`src/design/sibaa_pkg.sv`:
```
`timescale 1ns / 1ps

package sibaa_pkg;

    // fixed port and register widths
    localparam int VALUE_W      = 6;
    localparam int POS_W        = 3;
    localparam int SEED_TERMS_W = 48;
    localparam int SEED_W       = 6;

    // reload request from the sequencer to the term store
    typedef struct packed {
        logic clear;      // drop every written term
        logic from_seed;  // unwritten terms read from seeds, else as one
    } sibaa_load_t;

endpackage

```
`src/design/scaled_ibaa_generator_unit.sv`:
```
`timescale 1ns / 1ps
// A taken request word starts a batch; each step runs FETCH, MIX, STORE and EMIT in turn
//   over the shared term memory; EMIT loads the result word into the output register and
//   waits while m_tready stalls. A batch of 2**LOG_TERMS words ends before IDLE takes the next.
// Reset: seeds return to their reset values, accumulator and previous result to one, every
//   memory term reads as one until written. No clearing pass.
module scaled_ibaa_generator_unit
    import sibaa_pkg::*;
#(
    parameter int LOG_TERMS = 3
)
(
    input  logic                    clk,
    input  logic                    rst_n,
    // request stream
    input  logic                    s_tvalid,
    output logic                    s_tready,
    input  logic [7:0]              s_tdata,   // [0] restart, [7:1] zero
    // result stream
    output logic                    m_tvalid,
    input  logic                    m_tready,
    output logic [15:0]             m_tdata,   // [5:0] value, [8:6] position, [15:9] zero
    output logic                    m_tlast,   // last_of_batch
    // configuration writes
    input  logic                    cfg_wen,
    input  logic [1:0]              cfg_index,
    input  logic [SEED_TERMS_W-1:0] cfg_wdata
);

    localparam int TERMS = 1 << LOG_TERMS;
    localparam int VB    = 2 * LOG_TERMS;
    localparam logic [LOG_TERMS-1:0] HALF = LOG_TERMS'(TERMS / 2);
    localparam logic [LOG_TERMS-1:0] LAST = LOG_TERMS'(TERMS - 1);

    // register indexes
    localparam logic [1:0] CFG_SEED_TERMS = 2'd0;
    localparam logic [1:0] CFG_SEED_ACC   = 2'd1;
    localparam logic [1:0] CFG_SEED_PREV  = 2'd2;

    localparam logic [SEED_TERMS_W-1:0] SEED_TERMS_RST = 48'd71794002497;

    // barrel mix: (a << 4) ^ (a >> 2), kept to term width
    function automatic logic [VB-1:0] rot_mix(input logic [VB-1:0] a);
        rot_mix = VB'({a, 4'b0000}) ^ (a >> 2);
    endfunction

    // per step: FETCH reads m[i] and m[i+T/2], MIX forms a and reads m[x],
    // STORE forms y, writes m[i] and reads m[y>>L], EMIT forms b into the output register
    typedef enum logic [2:0] {
        ST_IDLE,
        ST_FETCH,
        ST_MIX,
        ST_STORE,
        ST_EMIT
    } state_t;

    state_t                  state_reg, state_next;
    logic [LOG_TERMS-1:0]    step_reg, step_next;
    logic [VB-1:0]           acc_reg, acc_next;
    logic [VB-1:0]           prev_reg, prev_next;
    logic [VB-1:0]           x_reg, x_next;
    logic [VB-1:0]           y_reg, y_next;
    logic                    fwd_reg, fwd_next;
    logic [SEED_TERMS_W-1:0] seed_terms_reg;
    logic [SEED_W-1:0]       seed_acc_reg;
    logic [SEED_W-1:0]       seed_prev_reg;
    logic                    out_valid_reg, out_valid_next;
    logic [VALUE_W-1:0]      out_value_reg, out_value_next;
    logic [POS_W-1:0]        out_pos_reg, out_pos_next;
    logic                    out_last_reg, out_last_next;

    logic                    in_fire;
    logic                    emit_fire;
    sibaa_load_t             load;
    logic [LOG_TERMS-1:0]    rd_addr0, rd_addr1;
    logic [VB-1:0]           rd_data0, rd_data1;
    logic                    wr_en;
    logic [VB-1:0]           y_sum;
    logic [VB-1:0]           b_sum;

    assign s_tready  = (state_reg == ST_IDLE);
    assign in_fire   = s_tvalid && s_tready;
    assign emit_fire = (state_reg == ST_EMIT) && (!out_valid_reg || m_tready);

    assign load.clear     = in_fire && s_tdata[0];
    assign load.from_seed = 1'b1;

    assign y_sum = rd_data0 + acc_reg + prev_reg;
    // the term written in STORE may be the one read there: take it from y_reg
    assign b_sum = (fwd_reg ? y_reg : rd_data0) + x_reg;
    assign wr_en = (state_reg == ST_STORE);

    always_comb
    begin
        rd_addr0 = step_reg;
        rd_addr1 = step_reg + HALF;
        unique case (state_reg)
            ST_IDLE:  rd_addr0 = step_reg;
            ST_FETCH: rd_addr0 = step_reg;
            ST_MIX:   rd_addr0 = rd_data0[LOG_TERMS-1:0];
            ST_STORE: rd_addr0 = y_sum[VB-1:LOG_TERMS];
            ST_EMIT:  rd_addr0 = y_reg[VB-1:LOG_TERMS];
            default:  rd_addr0 = step_reg;
        endcase
    end

    sibaa_term_store #(
        .LOG_TERMS (LOG_TERMS)
    ) u_store (
        .clk        (clk),
        .rst_n      (rst_n),
        .load       (load),
        .seed_terms (seed_terms_reg),
        .rd_addr0   (rd_addr0),
        .rd_addr1   (rd_addr1),
        .rd_data0   (rd_data0),
        .rd_data1   (rd_data1),
        .wr_en      (wr_en),
        .wr_addr    (step_reg),
        .wr_data    (y_sum)
    );

    always_comb
    begin
        state_next     = state_reg;
        step_next      = step_reg;
        acc_next       = acc_reg;
        prev_next      = prev_reg;
        x_next         = x_reg;
        y_next         = y_reg;
        fwd_next       = fwd_reg;
        out_value_next = out_value_reg;
        out_pos_next   = out_pos_reg;
        out_last_next  = out_last_reg;
        out_valid_next = out_valid_reg && !m_tready;

        unique case (state_reg)
            ST_IDLE:
            begin
                if (in_fire)
                begin
                    step_next  = '0;
                    state_next = ST_FETCH;
                    if (s_tdata[0])
                    begin
                        acc_next  = seed_acc_reg[VB-1:0];
                        prev_next = seed_prev_reg[VB-1:0];
                    end
                end
            end
            ST_FETCH:
            begin
                state_next = ST_MIX;
            end
            ST_MIX:
            begin
                x_next     = rd_data0;
                acc_next   = rot_mix(acc_reg) + rd_data1;
                state_next = ST_STORE;
            end
            ST_STORE:
            begin
                y_next     = y_sum;
                fwd_next   = (y_sum[VB-1:LOG_TERMS] == step_reg);
                state_next = ST_EMIT;
            end
            ST_EMIT:
            begin
                if (emit_fire)
                begin
                    prev_next      = b_sum;
                    out_value_next = VALUE_W'(b_sum);
                    out_pos_next   = POS_W'(step_reg);
                    out_last_next  = (step_reg == LAST);
                    out_valid_next = 1'b1;
                    step_next      = step_reg + 1'b1;
                    state_next     = (step_reg == LAST) ? ST_IDLE : ST_FETCH;
                end
            end
            default:
            begin
                state_next = ST_IDLE;
            end
        endcase
    end

    always_ff @(posedge clk or negedge rst_n)
    begin
        if (!rst_n)
        begin
            state_reg      <= ST_IDLE;
            step_reg       <= '0;
            acc_reg        <= VB'(1);
            prev_reg       <= VB'(1);
            fwd_reg        <= 1'b0;
            out_valid_reg  <= 1'b0;
            seed_terms_reg <= SEED_TERMS_RST;
            seed_acc_reg   <= SEED_W'(1);
            seed_prev_reg  <= SEED_W'(1);
        end
        else
        begin
            state_reg     <= state_next;
            step_reg      <= step_next;
            acc_reg       <= acc_next;
            prev_reg      <= prev_next;
            fwd_reg       <= fwd_next;
            out_valid_reg <= out_valid_next;
            if (cfg_wen)
            begin
                unique case (cfg_index)
                    CFG_SEED_TERMS: seed_terms_reg <= cfg_wdata;
                    CFG_SEED_ACC:   seed_acc_reg   <= cfg_wdata[SEED_W-1:0];
                    CFG_SEED_PREV:  seed_prev_reg  <= cfg_wdata[SEED_W-1:0];
                    default:        ;   // unused index, write dropped
                endcase
            end
        end
    end

    // payload registers, no reset
    always_ff @(posedge clk)
    begin
        x_reg         <= x_next;
        y_reg         <= y_next;
        out_value_reg <= out_value_next;
        out_pos_reg   <= out_pos_next;
        out_last_reg  <= out_last_next;
    end

    assign m_tvalid = out_valid_reg;
    assign m_tdata  = {7'b0000000, out_pos_reg, out_value_reg};
    assign m_tlast  = out_last_reg;

`ifndef ASSERT_OFF
    a_busy_after_accept : assert property (@(posedge clk) disable iff (!rst_n)
        in_fire |=> !s_tready)
        else $error("request taken while batch still running");

    a_step_starts_zero : assert property (@(posedge clk) disable iff (!rst_n)
        in_fire |=> (step_reg == '0))
        else $error("batch did not start at step zero");

    a_last_matches_pos : assert property (@(posedge clk) disable iff (!rst_n)
        m_tvalid |-> (m_tlast == (out_pos_reg == POS_W'(TERMS - 1))))
        else $error("tlast disagrees with position");

    a_no_overwrite : assert property (@(posedge clk) disable iff (!rst_n)
        (m_tvalid && !m_tready) |=> (m_tvalid && $stable(m_tdata) && $stable(m_tlast)))
        else $error("result word changed while stalled");

    a_write_in_store : assert property (@(posedge clk) disable iff (!rst_n)
        emit_fire && out_valid_reg |-> m_tready)
        else $error("result overwritten before it was taken");
`endif

endmodule

```
`src/design/sibaa_term_store.sv`:
```
`timescale 1ns / 1ps

// Term memory: one write port, two registered read ports.
// Unwritten entries read as one after reset, or as their seed term after a reload.
module sibaa_term_store
    import sibaa_pkg::*;
#(
    parameter int LOG_TERMS = 3
)
(
    input  logic                    clk,
    input  logic                    rst_n,
    input  sibaa_load_t             load,
    input  logic [SEED_TERMS_W-1:0] seed_terms,
    input  logic [LOG_TERMS-1:0]    rd_addr0,
    input  logic [LOG_TERMS-1:0]    rd_addr1,
    output logic [2*LOG_TERMS-1:0]  rd_data0,
    output logic [2*LOG_TERMS-1:0]  rd_data1,
    input  logic                    wr_en,
    input  logic [LOG_TERMS-1:0]    wr_addr,
    input  logic [2*LOG_TERMS-1:0]  wr_data
);

    localparam int TERMS = 1 << LOG_TERMS;
    localparam int VB    = 2 * LOG_TERMS;

    logic [VB-1:0]        mem [TERMS];
    logic [TERMS-1:0]     valid_reg;
    logic                 from_seed_reg;
    logic [VB-1:0]        q0_reg;
    logic [VB-1:0]        q1_reg;
    logic                 v0_reg;
    logic                 v1_reg;
    logic [LOG_TERMS-1:0] a0_reg;
    logic [LOG_TERMS-1:0] a1_reg;

    always_ff @(posedge clk)
    begin
        if (wr_en)
        begin
            mem[wr_addr] <= wr_data;
        end
        q0_reg <= mem[rd_addr0];
        q1_reg <= mem[rd_addr1];
        a0_reg <= rd_addr0;
        a1_reg <= rd_addr1;
    end

    always_ff @(posedge clk or negedge rst_n)
    begin
        if (!rst_n)
        begin
            valid_reg     <= '0;
            from_seed_reg <= 1'b0;
            v0_reg        <= 1'b0;
            v1_reg        <= 1'b0;
        end
        else
        begin
            if (load.clear)
            begin
                valid_reg     <= '0;
                from_seed_reg <= load.from_seed;
            end
            else if (wr_en)
            begin
                valid_reg[wr_addr] <= 1'b1;
            end
            v0_reg <= valid_reg[rd_addr0];
            v1_reg <= valid_reg[rd_addr1];
        end
    end

    always_comb
    begin
        if (v0_reg)
            rd_data0 = q0_reg;
        else if (from_seed_reg)
            rd_data0 = seed_terms[int'(a0_reg) * VB +: VB];
        else
            rd_data0 = VB'(1);

        if (v1_reg)
            rd_data1 = q1_reg;
        else if (from_seed_reg)
            rd_data1 = seed_terms[int'(a1_reg) * VB +: VB];
        else
            rd_data1 = VB'(1);
    end

endmodule
```
`config.mk`:
```
export PLATFORM = sky130hd
export DESIGN_NAME = scaled_ibaa_generator_unit
export DESIGN_NICKNAME = d
export VERILOG_FILES = /design/src/design/sibaa_pkg.sv /design/src/design/scaled_ibaa_generator_unit.sv /design/src/design/sibaa_term_store.sv
export SDC_FILE = /design/constraint.sdc
export NUM_CORES = 1
export LEC_CHECK = 0
export ABC_AREA = 0
export BUFFER_PORTS_ARGS = -buffer_cell sky130_fd_sc_hd__buf_2
export CAP_MARGIN = 20
export CORE_ASPECT_RATIO = 0.9
export CORE_MARGIN = 4
export CORE_UTILIZATION = 30
export CTS_BUF_LIST = sky130_fd_sc_hd__clkbuf_4
export DETAILED_ROUTE_END_ITERATION = 10
export SKIP_LAST_GASP = 1
export SYNTH_ARGS = -nofsm -noshare
export SYNTH_HDL_FRONTEND = slang
export SYNTH_HIERARCHICAL = 1
export SYNTH_SLANG_ARGS = --single-unit
```
`constraint.sdc`:
```
create_clock -name clk -period 5.6 [get_ports clk]
set_input_delay 1.68 -clock clk [delete_from_list [all_inputs] [get_ports clk]]
set_output_delay 1.68 -clock clk [all_outputs]
set_load 0.05 [all_outputs]
```
==> results of run 1 <==
[per-stage QoR]
stage	utilization	total power (W)	hold WS, ns	cell area (um2)
2_1_floorplan	-	0.00515	0.465	9030
3_3_place_gp	0.333	0.00613	0.492	9740
3_5_place_dp	0.333	0.00620	0.493	9750
4_1_cts	0.342	0.00692	0.525	10000
5_1_grt	0.343	0.00734	0.538	10000
6_report	0.343	0.00687	0.525	10000
[tightest hold or removal path, stage by stage (launching register included)]
cell,delay (ns)
sky130_fd_sc_hd__dfstp_2,0.40
sky130_fd_sc_hd__nor2_1,0.09
sky130_fd_sc_hd__a31oi_1,0.05
[layout by cell type, fill, tap and decap left out, types with 8 or more instances in the layout]
master                     instances
sky130_fd_sc_hd__a211oi_1         10
sky130_fd_sc_hd__a21oi_1          18
sky130_fd_sc_hd__buf_2            66
sky130_fd_sc_hd__buf_4            18
sky130_fd_sc_hd__clkbuf_4         20
sky130_fd_sc_hd__conb_1            8
sky130_fd_sc_hd__dfrtp_1          73
sky130_fd_sc_hd__dfstp_2          18
sky130_fd_sc_hd__dfxtp_1          18
sky130_fd_sc_hd__edfxtp_1         70
sky130_fd_sc_hd__fa_1              8
sky130_fd_sc_hd__ha_1             16
sky130_fd_sc_hd__inv_1            23
sky130_fd_sc_hd__mux2_2           89
sky130_fd_sc_hd__mux2i_1           8
sky130_fd_sc_hd__mux4_1           27
sky130_fd_sc_hd__mux4_2           13
sky130_fd_sc_hd__nand2_1          36
sky130_fd_sc_hd__nor2_1           28
sky130_fd_sc_hd__nor2b_1          18
sky130_fd_sc_hd__o21ai_0          14
sky130_fd_sc_hd__xnor2_1          12
[worst max-delay path by stage]
| stage | startpoint | end | slack, ns | cells after the start |
|---|---|---|---|---|
| floorplan | u_store/a0_reg[0] | u_store/q0_reg[1] | 1.04 | 15 |
| global placement | u_store/a0_reg[1] | u_store/v0_reg | 0.66 | 13 |
| detailed placement | u_store/a0_reg[0] | u_store/q0_reg[2] | 0.62 | 13 |
| CTS | u_store/a0_reg[1] | u_store/q0_reg[2] | 0.55 | 13 |
| global route | u_store/a0_reg[1] | u_store/q0_reg[4] | 0.33 | 13 |
| finish | u_store/a0_reg[1] | u_store/q0_reg[2] | 0.59 | 13 |
[cells by family (layout without fill, tap and decap cells)]
group	count (synthesis)	count (layout)	share of synthesized area
AND/OR/NAND/NOR	111	111	0.0632
buffers and inverters	62	141	0.0389
multiplexers	137	137	0.231
flip-flops	179	179	0.529
AO/OA/AOI/OAI	98	98	0.0789
other	2	10	0.000834
XOR/XNOR	18	18	0.0183
adder cells (fa/ha/maj)	24	24	0.0400
[per-layer routing]
layer / vias up / track usage / wire (um)
li1: 2519 / - / -
met1: 2741 / 0.167 / 9040
met2: 117 / 0.212 / 10200
met3: 13 / 0.0266 / 971
met4: 0 / 0.0303 / 129
met5: - / 0 / 0
[cell type report]
class                   count  area [um2]
inverters                  23        86.3
diodes                      2        5.00
flip-flops and latches    179        4760
repair buffers             86         488
clock inverters            12         108
multi-input cells         396        3940
well taps                 396         495
clock buffers              20         150
fillers                  2871       19200
[report_power, final]
group | leakage [nW] | internal (W) | switching [W] | total (W)
logic | 1.91 | 0.00161 | 0.00195 | 0.00356
clock network | 0.148 | 0.000238 | 0.000449 | 0.000688
registers | 1.86 | 0.00227 | 0.000350 | 0.00262
total | 3.93 | 0.00412 | 0.00275 | 0.00687
==> summary by stage, run 1 <==
Status
The flow ran to the end, and the final reports show no timing, DRC or antenna violations.

Logic synthesis
After synthesis, the cell types taking the most area are sky130_fd_sc_hd__edfxtp_1, sky130_fd_sc_hd__dfrtp_1, sky130_fd_sc_hd__mux2_2, sky130_fd_sc_hd__mux4_1, sky130_fd_sc_hd__dfstp_2. The count of unique library cells instantiated by Yosys is 64. The average instance in the mapped netlist occupies 14.3 um2. The main flop type after synthesis is sky130_fd_sc_hd__dfrtp_1.

The cell count after synthesis is 631. After synthesis the cells add up to around 9000 um2. The number of enable-type register cells in the synthesized netlist is 70. Ranked by instance count, the synthesized netlist is headed by sky130_fd_sc_hd__mux2_2, sky130_fd_sc_hd__dfrtp_1, sky130_fd_sc_hd__edfxtp_1.

The cell accounting for the most synthesized area is sky130_fd_sc_hd__edfxtp_1. In the post-synthesis netlist, the cell with the most instances is sky130_fd_sc_hd__mux2_2. The count of state elements after synthesis is between 150 and 200. The area share of the largest cell type after synthesis is 0.233. The synthesis warning total is 6. The sequential element share of the synthesized area is 0.529.

The share of async-settable or async-resettable flops after synthesis is 0.508.

Timing
The final clock period utilization by the worst path is 0.895. Across the routed clock network, the largest skew measured is 0.0224 ns. The highest clock frequency the design can meet is 200 MHz. The count of endpoints failing hold in the final timing report is 0. The final number of setup-violating endpoints is 0.

The number of slew-limit violations in the final report is 0. In the final timing run, aggregate negative setup slack is 0 ns. The worst pin sits at a relative slew slack of 0.293.

Setup repair after global routing left no endpoint under its margin. The post-layout minimum cycle time is about 5.0 ns. The worst path meets setup with around 0.6 ns of slack. For the pin with the worst max-slew slack, the measured transition is 1.06 ns.

Clock tree
TritonCTS built the clock tree. The count of hold-fix buffers inserted at cts is 0. The maximum level of the CTS H-tree is 4. The number of setup buffers added after CTS is 0.

After clock tree synthesis, the repair step resized 0 gates. The root buffer cell chosen for the clock tree is sky130_fd_sc_hd__clkbuf_4. The clock sink count is between 150 and 200. TritonCTS created 17 clock buffers. The clock edge transition at the registers on the reported setup and hold paths is 0.15 ns. The clock reaches the later pin of the worst-skew pair after between 0.5 and 0.6 ns. In this run the deepest clock path goes through 2 buffers.

Worst setup path
The type of destination of the critical path is a flop. The worst setup path is of the flop to flop kind. Along the worst path, the maximum fanout reaches 15. Grouping stages by cell kind, the critical path spends the most delay in multiplexers. Setup slack on the worst reg-to-reg path comes out at 0.59 ns. The critical path goes through mux4_2, nor2b_1, o41ai_1, fa_1, ha_1, xor2_1, buf_4, nand2_1, o211a_1, o22ai_1, buf_4, mux4_1, mux2_2. The largest single stage delay on the critical path is roughly 0.86 ns. At the worst endpoint, the arrival time is ~5.5 ns. The worst register-to-register path ends at u_store/q0_reg[2]. The cell with the largest stage delay on the worst path is sky130_fd_sc_hd__o41ai_1. Counting cells, the worst reg-to-reg path comes to 13. The required time reported for the critical path endpoint is 6.08 ns. The most frequent cell on the critical path is sky130_fd_sc_hd__buf_4. The category of the worst setup path launch point is a flop.

The combined buffer and inverter count along the critical path is 2. The reg-to-reg critical path startpoint is u_store/a0_reg[1].

Global routing
The global routing usage summed across all routing layers is 0.125. The via count of the first global-routing pass is approximately 5500. The initial antenna violation count came to 1. The first global-routing pass estimated between 30 and 40 mm of wire. The maximum number of pins on one net before global-route repair is 64.

The global route total overflow is 0.

Floorplan
The number of placed I/O pins is between 80 and 90. In this run the core area contains 59 standard-cell rows. The initial standard-cell utilization of the core is 0.308. The die span in y is ~170 um. The region available for standard cell placement spans 29200 um2. The area of the die is approximately 33000 um2. Measured along the x axis, the die boundary spans 191 um.

Layout
The final non-filler cell total is between 1000 and 1500. The layout-stage area growth over the synthesis result is 11.4%. Of the cells placed in the final design, the portion with a size suffix greater than 1 is 0.351. After the last flow step, the layout net total stands at around 800.

Placed design
Routability-driven placement finished with a final weighted congestion of 0.826. In this run, placement finished with an instance count of 1077. In this run the tool buffered the top-level ports with between 60 and 70 buffer cells. The half-perimeter wire length of the detailed placement result is about 14 mm. The placement-stage worst setup slack is between 0.6 and 0.7 ns.

Min path
The worst hold path belongs to the class flop to flop. The cell depth of the worst min-delay path is 2. For hold timing, the worst endpoint is prev_reg[0].

The start point of the worst hold path is prev_reg[0].

Detailed routing
The via total after detailed routing is between 5000 and 6000. The final routed DRC violation total is 0. The number of detailed-route iterations in the first pass is 5.

Once detail routing completed, the nets flagged for antenna violations numbered 0. The via density per instance is about 4.8. After the first detailed-routing iteration, the DRC count stood at between 300 and 400.

The routed design has ~20 mm of wire. The final routed wire length divided by cell count is approximately 18 um.

Power
The total power per unit cell area is between 600 and 700 nW/um2. The maximum vdd drop is roughly 0.48 mV. For this design the static power due to leakage is 3.93 nW.

Job
The max-cap violation count is 0.
(Power assumes the default switching activity.)
==> run 2: changes to the inputs <==
--- a/config.mk
+++ b/config.mk
@@ -16,5 +16,4 @@
 export SKIP_LAST_GASP = 1
 export SYNTH_ARGS = -nofsm -noshare
 export SYNTH_HDL_FRONTEND = slang
-export SYNTH_HIERARCHICAL = 1
 export SYNTH_SLANG_ARGS = --single-unit
==> constraint.sdc (replaced) <==
create_clock -name clk -period 5.6 [get_ports clk]
set_input_delay 0 -clock clk [delete_from_list [all_inputs] [get_ports clk]]
set_output_delay 0 -clock clk [all_outputs]
set_load 0.05 [all_outputs]
==> summary by stage, run 2 <==
Status
The run finished with clean final reports.

Placed design
The routability-driven placement congestion ratio was 0.815 (-1.3%). The half-perimeter wire length of the detailed placement result is 14.8 mm (+2.1%). The number of buffers inserted by port buffering came to 67 (unchanged). The post-detailed-placement cell area is 9710 um2 (-0.36%). The placement-stage worst setup slack is 1.00 ns (+0.380 ns).

Logic synthesis
The synthesis warning total came to 0 (-6). The commonest cells after synthesis are sky130_fd_sc_hd__mux2_2, sky130_fd_sc_hd__mux2i_1, sky130_fd_sc_hd__dfrtp_1. The sequential element share of the synthesized area is 0.535 (+0.00609). Sorting the synthesized cells by area gives the leading types as sky130_fd_sc_hd__edfxtp_1, sky130_fd_sc_hd__dfrtp_1, sky130_fd_sc_hd__mux2_2, sky130_fd_sc_hd__mux2i_1, sky130_fd_sc_hd__mux4_2. The cell count after synthesis is 680 (+7.8%). The average cell area after synthesis is 13.1 um2 (-8.3%). The area share of the largest cell type after synthesis is 0.236 (+0.00269). The share of async-settable or async-resettable flops after synthesis is 0.508 (unchanged). Among all cell types in the netlist, the one instantiated most often is sky130_fd_sc_hd__mux2_2.

The count of unique library cells instantiated by Yosys is 55 (-14%). For this run, the leading register cell type out of synthesis is sky130_fd_sc_hd__dfrtp_1. The number of enable-type register cells in the synthesized netlist is 70 (unchanged).

The cell area after technology mapping is 8910 um2 (-1.1%). The cell accounting for the most synthesized area is sky130_fd_sc_hd__edfxtp_1. The count of state elements after synthesis is 179 (unchanged).

Global routing
The initial antenna violation count was 1 (unchanged). The wire length of the first global-routing pass is 32.4 mm (+2.4%). The global route total overflow was 0 (unchanged). The maximum number of pins on one net before global-route repair is 73 (+14%). The via count of the first global-routing pass is 5720 (+4.1%). The global routing usage summed across all routing layers came to 0.130 (+0.00428).

Layout
The layout-stage area growth over the synthesis result is 18.9%. The library cells used most frequently in the layout, excluding fill and tap cells, are sky130_fd_sc_hd__mux2_2, sky130_fd_sc_hd__mux2i_1, sky130_fd_sc_hd__dfrtp_1. The area of all placed cells without fillers is 10600 um2 (+5.5%). The layout net count is 896 (+13%). The total of fill cells in the finished design is 2872 (+0.035%). The fraction of final layout cells with drive strength greater than 1 is 0.296 (-0.0549). The commonest non-fill, non-tap cell in the layout is sky130_fd_sc_hd__mux2_2.

Timing
The worst-case setup margin in the final layout was 1.02 ns (+0.435 ns). The number of slew-limit violations in the final report is 0 (unchanged). The final setup skew is 0.0334 ns (+0.0110 ns). The final clock period utilization by the worst path was 0.817 (-0.0777). The count of endpoints failing hold in the final timing report was 0 (unchanged). The final number of setup-violating endpoints is 0 (unchanged). Setup repair after global routing left no endpoint under its margin. The relative slew slack came to 0.379 (+0.0867). The transition time at the pin with the least slew margin is 0.928 ns (-0.134 ns). The summed negative setup slack over all endpoints is 0 ns (unchanged). The highest clock frequency the design can meet came to 219 MHz (+9.5%).

The post-layout minimum cycle time came to 4.58 ns (-0.435 ns).

Worst setup path
The worst register-to-register path begins at u_store.a0_reg[1]. The worst reg-to-reg path cell count is 18 (+5). The critical path is of the flop to flop type. STA classifies the critical path endpoint as a flop. The signal on the critical path passes through buf_4, mux4_2, mux2i_1, nor2_1, or2_2, inv_1, fa_1, inv_1, ha_1, fa_1, xor2_1, nand3_1, a32o_1, o21ai_4, buf_12, mux2i_1, mux2i_1, mux2_2. The worst register-to-register path ends at u_store.q0_reg[4]. The destination of the critical timing path is u_store.q0_reg[4]. The required time reported for the critical path endpoint is 6.06 ns (-0.02 ns). The reg-to-reg setup timing slack came to 1.02 ns (+0.44 ns). The arrival time at the worst endpoint is 5.04 ns (-0.45 ns). The top fanout value on the critical path was 16 (+1). For this design, the slowest cell found on the critical path is sky130_fd_sc_hd__dfxtp_1. The critical path starts at u_store.a0_reg[1].

By instance count, the cell type seen most on the critical path is sky130_fd_sc_hd__mux2i_1. The peak per-stage delay on the critical path came to 0.58 ns (-0.28 ns). STA classifies the critical path startpoint as a flop.

Floorplan
The die span in y is 171 um (-0.54%). The area of the placeable core is 29100 um2 (-0.50%). The number of placed I/O pins is 82 (unchanged). The initial standard-cell utilization of the core was 0.306 (-0.00196).

The number of placement rows is 59 (unchanged). The x dimension of the die was 190 um (-0.55%). The area of the die is 32500 um2 (-1.1%).

Job
The max-cap violation count is 0 (unchanged).

Detailed routing
The via total after detailed routing is 5757 (+6.8%). The number of detailed-route iterations in the first pass is 4 (-1). The final routed wirelength across all metal layers is 20.8 mm (+2.5%).

The final routed wire length divided by cell count is 17.1 um (-6.3%). The number of nets with antenna violations after routing is 0 (unchanged). The first-iteration detailed-routing DRC count came to 369 (+21%). The final routed DRC violation total is 0 (unchanged). The via density per instance is 4.72 (-2.4%).

Clock tree
The worst-case clock buffer depth was 2 (unchanged). The tree is rooted in a sky130_fd_sc_hd__clkbuf_4. The number of buffers inserted during clock tree synthesis was 17 (unchanged).

The clock sink count came to 179 (unchanged). The maximum level of the CTS H-tree is 4 (unchanged). The CTS tree is yes. The clock edge transition at the registers on the reported setup and hold paths is 0.15 ns (about the same). The clock latency reported for the late side of the worst-skew pair came to 0.57 ns (-0.02 ns).

Min path
In this run the worst hold path is classified as input port to flop.

Power
The total power per unit cell area is 710 nW/um2 (+3.7%). The leakage dissipation was 4.31 nW (+9.9%). The maximum vdd drop came to 0.479 mV (-0.67%).
run 2: routing by layer:
layer  share of wire  GRT usage  up-vias
li1                -          -     2728
met1            0.47      0.182     2868
met5               0          0        -
met4           0.013     0.0346        0
met2            0.46      0.205      147
met3           0.056     0.0298       14
run 2: how the worst min path moves through the flow:
stage	start	endpoint	slack, ns	cells past startpoint
6_report	s_tdata[0]	acc_reg[0]	0.11	6
5_1_grt	cfg_wdata[13]	seed_terms_reg[13]	0.11	3
4_1_cts	s_tdata[0]	acc_reg[0]	0.07	6
3_5_place_dp	rst_n	seed_prev_reg[5]	-0.1	1
3_3_place_gp	rst_n	seed_prev_reg[3]	-0.10	1
2_1_floorplan	rst_n	acc_reg[1]	-0.30	0
run 2: worst max-delay path: cells and delay by family, from the launching register on:
kind                       cells  cell delay [ns]
DFF                            1             0.58
AOI/OAI and AO/OA              2             0.50
buffers and inverters          4             0.61
and+or+nand+nor                3             0.59
xor gates and xnor gates       1             0.26
muxes                          5             0.85
adders and majority gates      3             1.10
run 2: area by class of cell:
cell class | instances | area (um2) | share of cell area
Antenna cell | 1 | 2.50 | 0.000236
Clock buffer | 18 | 135 | 0.0128
Clock inverter | 14 | 141 | 0.0134
Inverter | 32 | 120 | 0.0113
Multi-Input combinational cell | 433 | 3840 | 0.363
Sequential cell | 179 | 4760 | 0.450
Tap cell | 396 | 495 | 0.0468
Timing Repair Buffer | 146 | 1090 | 0.103
run 2: report_power, final:
part	switching (W)	internal [W]
logic	0.00240	0.00180
clock network	0.000482	0.000240
registers	0.000279	0.00232
run 2: cell families (layout without fill, tap and decap cells):
family	Yosys count	in the layout	share of synthesized area
flops	179	179	0.535
mux	174	174	0.237
simple gates	107	107	0.0527
fa+ha+maj	24	24	0.0405
xor+xnor	20	20	0.0205
buf+inv	74	210	0.0382
compound gates	101	101	0.0759
other cells	1	8	0.000421
run 2: stage by stage:
stage | util | hold WS, ns | power [W] | cells
after floorplan | - | -0.296 | 0.00561 | 686
after global placement | 0.334 | -0.102 | 0.00674 | 1126
after detailed placement | 0.334 | -0.0983 | 0.00679 | 1126
after CTS | 0.364 | 0.0660 | 0.00757 | 1218
after global routing | 0.364 | 0.107 | 0.00803 | 1219
final | 0.364 | 0.107 | 0.00752 | 1219
run 2: what timing repair did:
action	CTS	global route
resized for setup	0	0
hold endpoints to repair	142	0
buffers inserted	0	0
hold buffers	60	0
endpoints found under the setup margin	0	0
==> run 3: changes to the inputs <==
--- a/config.mk
+++ b/config.mk
@@ -5,7 +5,7 @@
 export SDC_FILE = /design/constraint.sdc
 export NUM_CORES = 1
 export LEC_CHECK = 0
-export ABC_AREA = 0
+export ABC_AREA = 1
 export BUFFER_PORTS_ARGS = -buffer_cell sky130_fd_sc_hd__buf_2
 export CAP_MARGIN = 20
 export CORE_ASPECT_RATIO = 0.9
==> constraint.sdc (replaced) <==
create_clock -name clk -period 4.09 [get_ports clk]
set_input_delay 0 -clock clk [delete_from_list [all_inputs] [get_ports clk]]
set_output_delay 0 -clock clk [all_outputs]
set_load 0.05 [all_outputs]
==> summary by stage, run 3 <==
Status
The run finished with clean final reports.

Timing
The summed negative setup slack over all endpoints is 0 ns (unchanged). The highest clock frequency the design can meet is 267 MHz (+22%). The final number of setup-violating endpoints came to 0 (unchanged). The number of slew-limit violations in the final report is 0 (unchanged). The transition time at the pin with the least slew margin is 1.00 ns (+0.0720 ns). The post-layout minimum cycle time is 3.74 ns (-0.832 ns). The final hold slack is 0.142 ns (+0.0348 ns). The final clock period utilization by the worst path is 0.915 (+0.0983). Setup repair after global routing left no endpoint under its margin.

The relative slew slack is 0.328 (-0.0512). The final setup skew is 0.0380 ns (+0.00465 ns). The count of endpoints failing hold in the final timing report is 0 (unchanged).

Job
The max-cap violation count came to 0 (unchanged).

Detailed routing
The final routed DRC violation total came to 0 (unchanged). The final routed wirelength across all metal layers is 26.4 mm (+27%). The number of nets with antenna violations after routing came to 0 (unchanged).

The final routed wire length divided by cell count is 16.8 um (-1.5%). The first-iteration detailed-routing DRC count came to 693 (+88%). The via density per instance is 4.81 (+1.8%). The via total after detailed routing is 7541 (+31%). The number of detailed-route iterations in the first pass was 5 (+1).

Worst setup path
The arrival time at the worst endpoint is 4.31 ns (-0.73 ns). The category of the worst setup path launch point is a flop. The largest individual stage delay along the critical path comes from the cell sky130_fd_sc_hd__fa_1. The combined buffer and inverter count along the critical path came to 6 (+2).

The top cell family by delay on the critical path is buffers and inverters. The worst setup path is of the flop to flop kind. The top fanout value on the critical path is 14 (-2).

The required time reported for the critical path endpoint came to 4.66 ns (-1.40 ns). The worst reg-to-reg path cell count came to 20 (+2). Traced cell by cell, the critical path runs through inv_1, buf_4, o21ai_0, o21ai_0, o221ai_1, o21ai_1, inv_1, fa_1, inv_1, ha_1, nand3b_1, nand2_1, o21ai_0, inv_1, nand3_4, inv_2, nand3_1, nand2_1, nand2_1, nand2_1. The peak per-stage delay on the critical path is 0.50 ns (-0.08 ns). The type of destination of the critical path is a flop. The count of cell instances traversed by the critical path is 20 (+2).

Floorplan
The number of placement rows came to 60 (+1.7%). The initial standard-cell utilization of the core was 0.306 (about the same). The area of the placeable core is 30100 um2 (+3.5%). The number of placed I/O pins is 82 (unchanged). The die span in y is 174 um (+1.6%). The area of the die is 33600 um2 (+3.3%).

The x dimension of the die is 193 um (+1.6%).

Layout
The layout net count is 1238 (+38%). The fraction of final layout cells with drive strength greater than 1 is 0.160 (-0.136). The top cell types in the final layout, fill and taps aside, are sky130_fd_sc_hd__nand2_1, sky130_fd_sc_hd__inv_1, sky130_fd_sc_hd__nand3_1. The layout-stage area growth over the synthesis result is 17.9%. The commonest non-fill, non-tap cell in the layout is sky130_fd_sc_hd__nand2_1.

Placed design
The half-perimeter wire length of the detailed placement result was 18.1 mm (+22%). The number of buffers inserted by port buffering is 67 (unchanged). The routability-driven placement congestion ratio is 0.857 (+5.1%).

Clock tree
The clock latency reported for the late side of the worst-skew pair is 0.62 ns (+0.05 ns). The number of buffers inserted during clock tree synthesis is 17 (unchanged). TritonCTS built the clock tree. The clock edge transition at the registers on the reported setup and hold paths was 0.19 ns (+0.04 ns). The maximum level of the CTS H-tree is 4 (unchanged). The cell chosen for the clock root is sky130_fd_sc_hd__clkbuf_4. The worst-case clock buffer depth is 2 (unchanged).

The clock sink count was 179 (unchanged).

Logic synthesis
The count of state elements after synthesis was 179 (unchanged). The sequential element share of the synthesized area is 0.517 (-0.0179). The number of enable-type register cells in the synthesized netlist came to 70 (unchanged).

The cell area after technology mapping is 9220 um2 (+3.5%). The synthesis warning total came to 0 (unchanged). The cell count after synthesis is 1028 (+51%). In the synthesized netlist the dominant register cell turns out to be sky130_fd_sc_hd__dfrtp_1. The share of async-settable or async-resettable flops after synthesis was 0.508 (unchanged).

The largest total area in the synthesized netlist belongs to sky130_fd_sc_hd__edfxtp_1. The average cell area after synthesis was 8.97 um2 (-32%). Sorting the synthesized cells by how often they occur yields sky130_fd_sc_hd__nand2_1, sky130_fd_sc_hd__inv_1, sky130_fd_sc_hd__nand3_1. By area the synthesized netlist is led by sky130_fd_sc_hd__edfxtp_1, sky130_fd_sc_hd__dfrtp_1, sky130_fd_sc_hd__nand2_1, sky130_fd_sc_hd__inv_1, sky130_fd_sc_hd__dfstp_2. The count of unique library cells instantiated by Yosys is 51 (-7.3%).

In the post-synthesis netlist, the cell with the most instances is sky130_fd_sc_hd__nand2_1. The area share of the largest cell type after synthesis came to 0.228 (-0.00791).

Global routing
The via count of the first global-routing pass is 7381 (+29%). The global routing usage summed across all routing layers is 0.159 (+0.0290). The maximum number of pins on one net before global-route repair is 77 (+5.5%). The initial antenna violation count is 4 (+3). The global route total overflow was 0 (unchanged).

The wire length of the first global-routing pass is 41.1 mm (+27%).

Power
The net switching power figure is 0.00492 W (+56%). The portion of total power attributed to the clock network is 0.098 (+0.002). The switching share of power is 0.490 (+0.0695). The internal cell power is 0.00512 W (+18%).

The total power per unit cell area is 924 nW/um2 (+30%). The portion of total power attributed to combinational logic is 0.567 (+0.009). The leakage dissipation is 4.89 nW (+13%).

The relative contribution of sequential cells to total power is 0.335 (-0.011). The maximum vdd drop is 0.693 mV (+45%).

Min path
The tightest min-delay check is of the input port to flop type. The cell depth of the worst min-delay path is 3 (-3).
==> run 3: layout make-up <==
| class | count | area (um2) |
|---|---|---|
| sequential | 179 | 4760 |
| fill | 3095 | 19200 |
| clock inverter | 15 | 136 |
| timing repair buffer | 148 | 1120 |
| clock buffer | 17 | 128 |
| tap | 403 | 504 |
| antenna | 2 | 5.00 |
| multi-input combinational | 650 | 3630 |
| inverter | 155 | 582 |
==> run 3: kinds of logic (layout without fill, tap and decap cells) <==
family	Yosys count	after routing	synth area share
muxes	20	20	0.0244
buffers and inverters	205	335	0.0942
adders and majority gates	24	24	0.0391
other	1	9	0.000407
AOI/OAI and AO/OA	186	186	0.122
and+or+nand+nor	404	404	0.195
xor gates and xnor gates	9	9	0.00855
DFF	179	179	0.517
==> run 3: worst min-delay path: cells and delay by family <==
kind / cells / cell delay [ns]
buffers and inverters: 2 / 0.60
multiplexers: 1 / 0.13
==> run 3: final timing paths <==
path / start / end / slack [ns]
max: u_store.a0_reg[0] / u_store.q0_reg[5] / 0.35
min: cfg_wdata[26] / seed_terms_reg[26] / 0.14
max reg2reg: u_store.a0_reg[0] / u_store.q0_reg[5] / 0.35
min reg2reg: seed_terms_reg[25] / seed_terms_reg[25] / 0.50
max in group asynchronous: rst_n / prev_reg[0] / 2.91
min in group asynchronous: rst_n / seed_acc_reg[1] / 0.38
==> run 3: per-stage QoR <==
stage,utilization,total power [W],setup WS [ns],cell area (um2),cells
6_report,0.361,0.0100,0.346,10900,1569
5_1_grt,0.361,0.0109,0.0395,10900,1569
3_3_place_gp,0.332,0.00892,0.461,9980,1475
2_1_floorplan,-,0.00724,0.634,9240,1034
4_1_cts,0.361,0.0100,0.375,10900,1567
3_5_place_dp,0.332,0.00900,0.400,9990,1476
==> run 3: power by group through the flow <==
| stage | Combinational [W] | Clock [W] | Sequential (W) |
|---|---|---|---|
| after global placement | 0.00553 | 0 | 0.00339 |
| after global routing | 0.00638 | 0.00108 | 0.00341 |
| after CTS | 0.00567 | 0.00101 | 0.00336 |
| after floorplan | 0.00391 | 0 | 0.00334 |
| after detailed placement | 0.00560 | 0 | 0.00340 |
| final | 0.00570 | 0.000981 | 0.00336 |
==> run 3: routing by layer <==
layer / vias to the layer above / track usage / share of wire
met4: 0 / 0.0475 / 0.019
li1: 3706 / - / -
met5: - / 0 / 0
met1: 3572 / 0.228 / 0.47
met2: 234 / 0.244 / 0.45
met3: 29 / 0.0301 / 0.061
==> run 3: repair_timing <==
| item | 4_1_cts | 5_1_grt |
|---|---|---|
| resized for setup | 0 | 0 |
| buffers inserted | 0 | 0 |
| hold buffers | 59 | 0 |
| setup endpoints to repair | 0 | 0 |
| endpoints found under the hold margin | 134 | 0 |
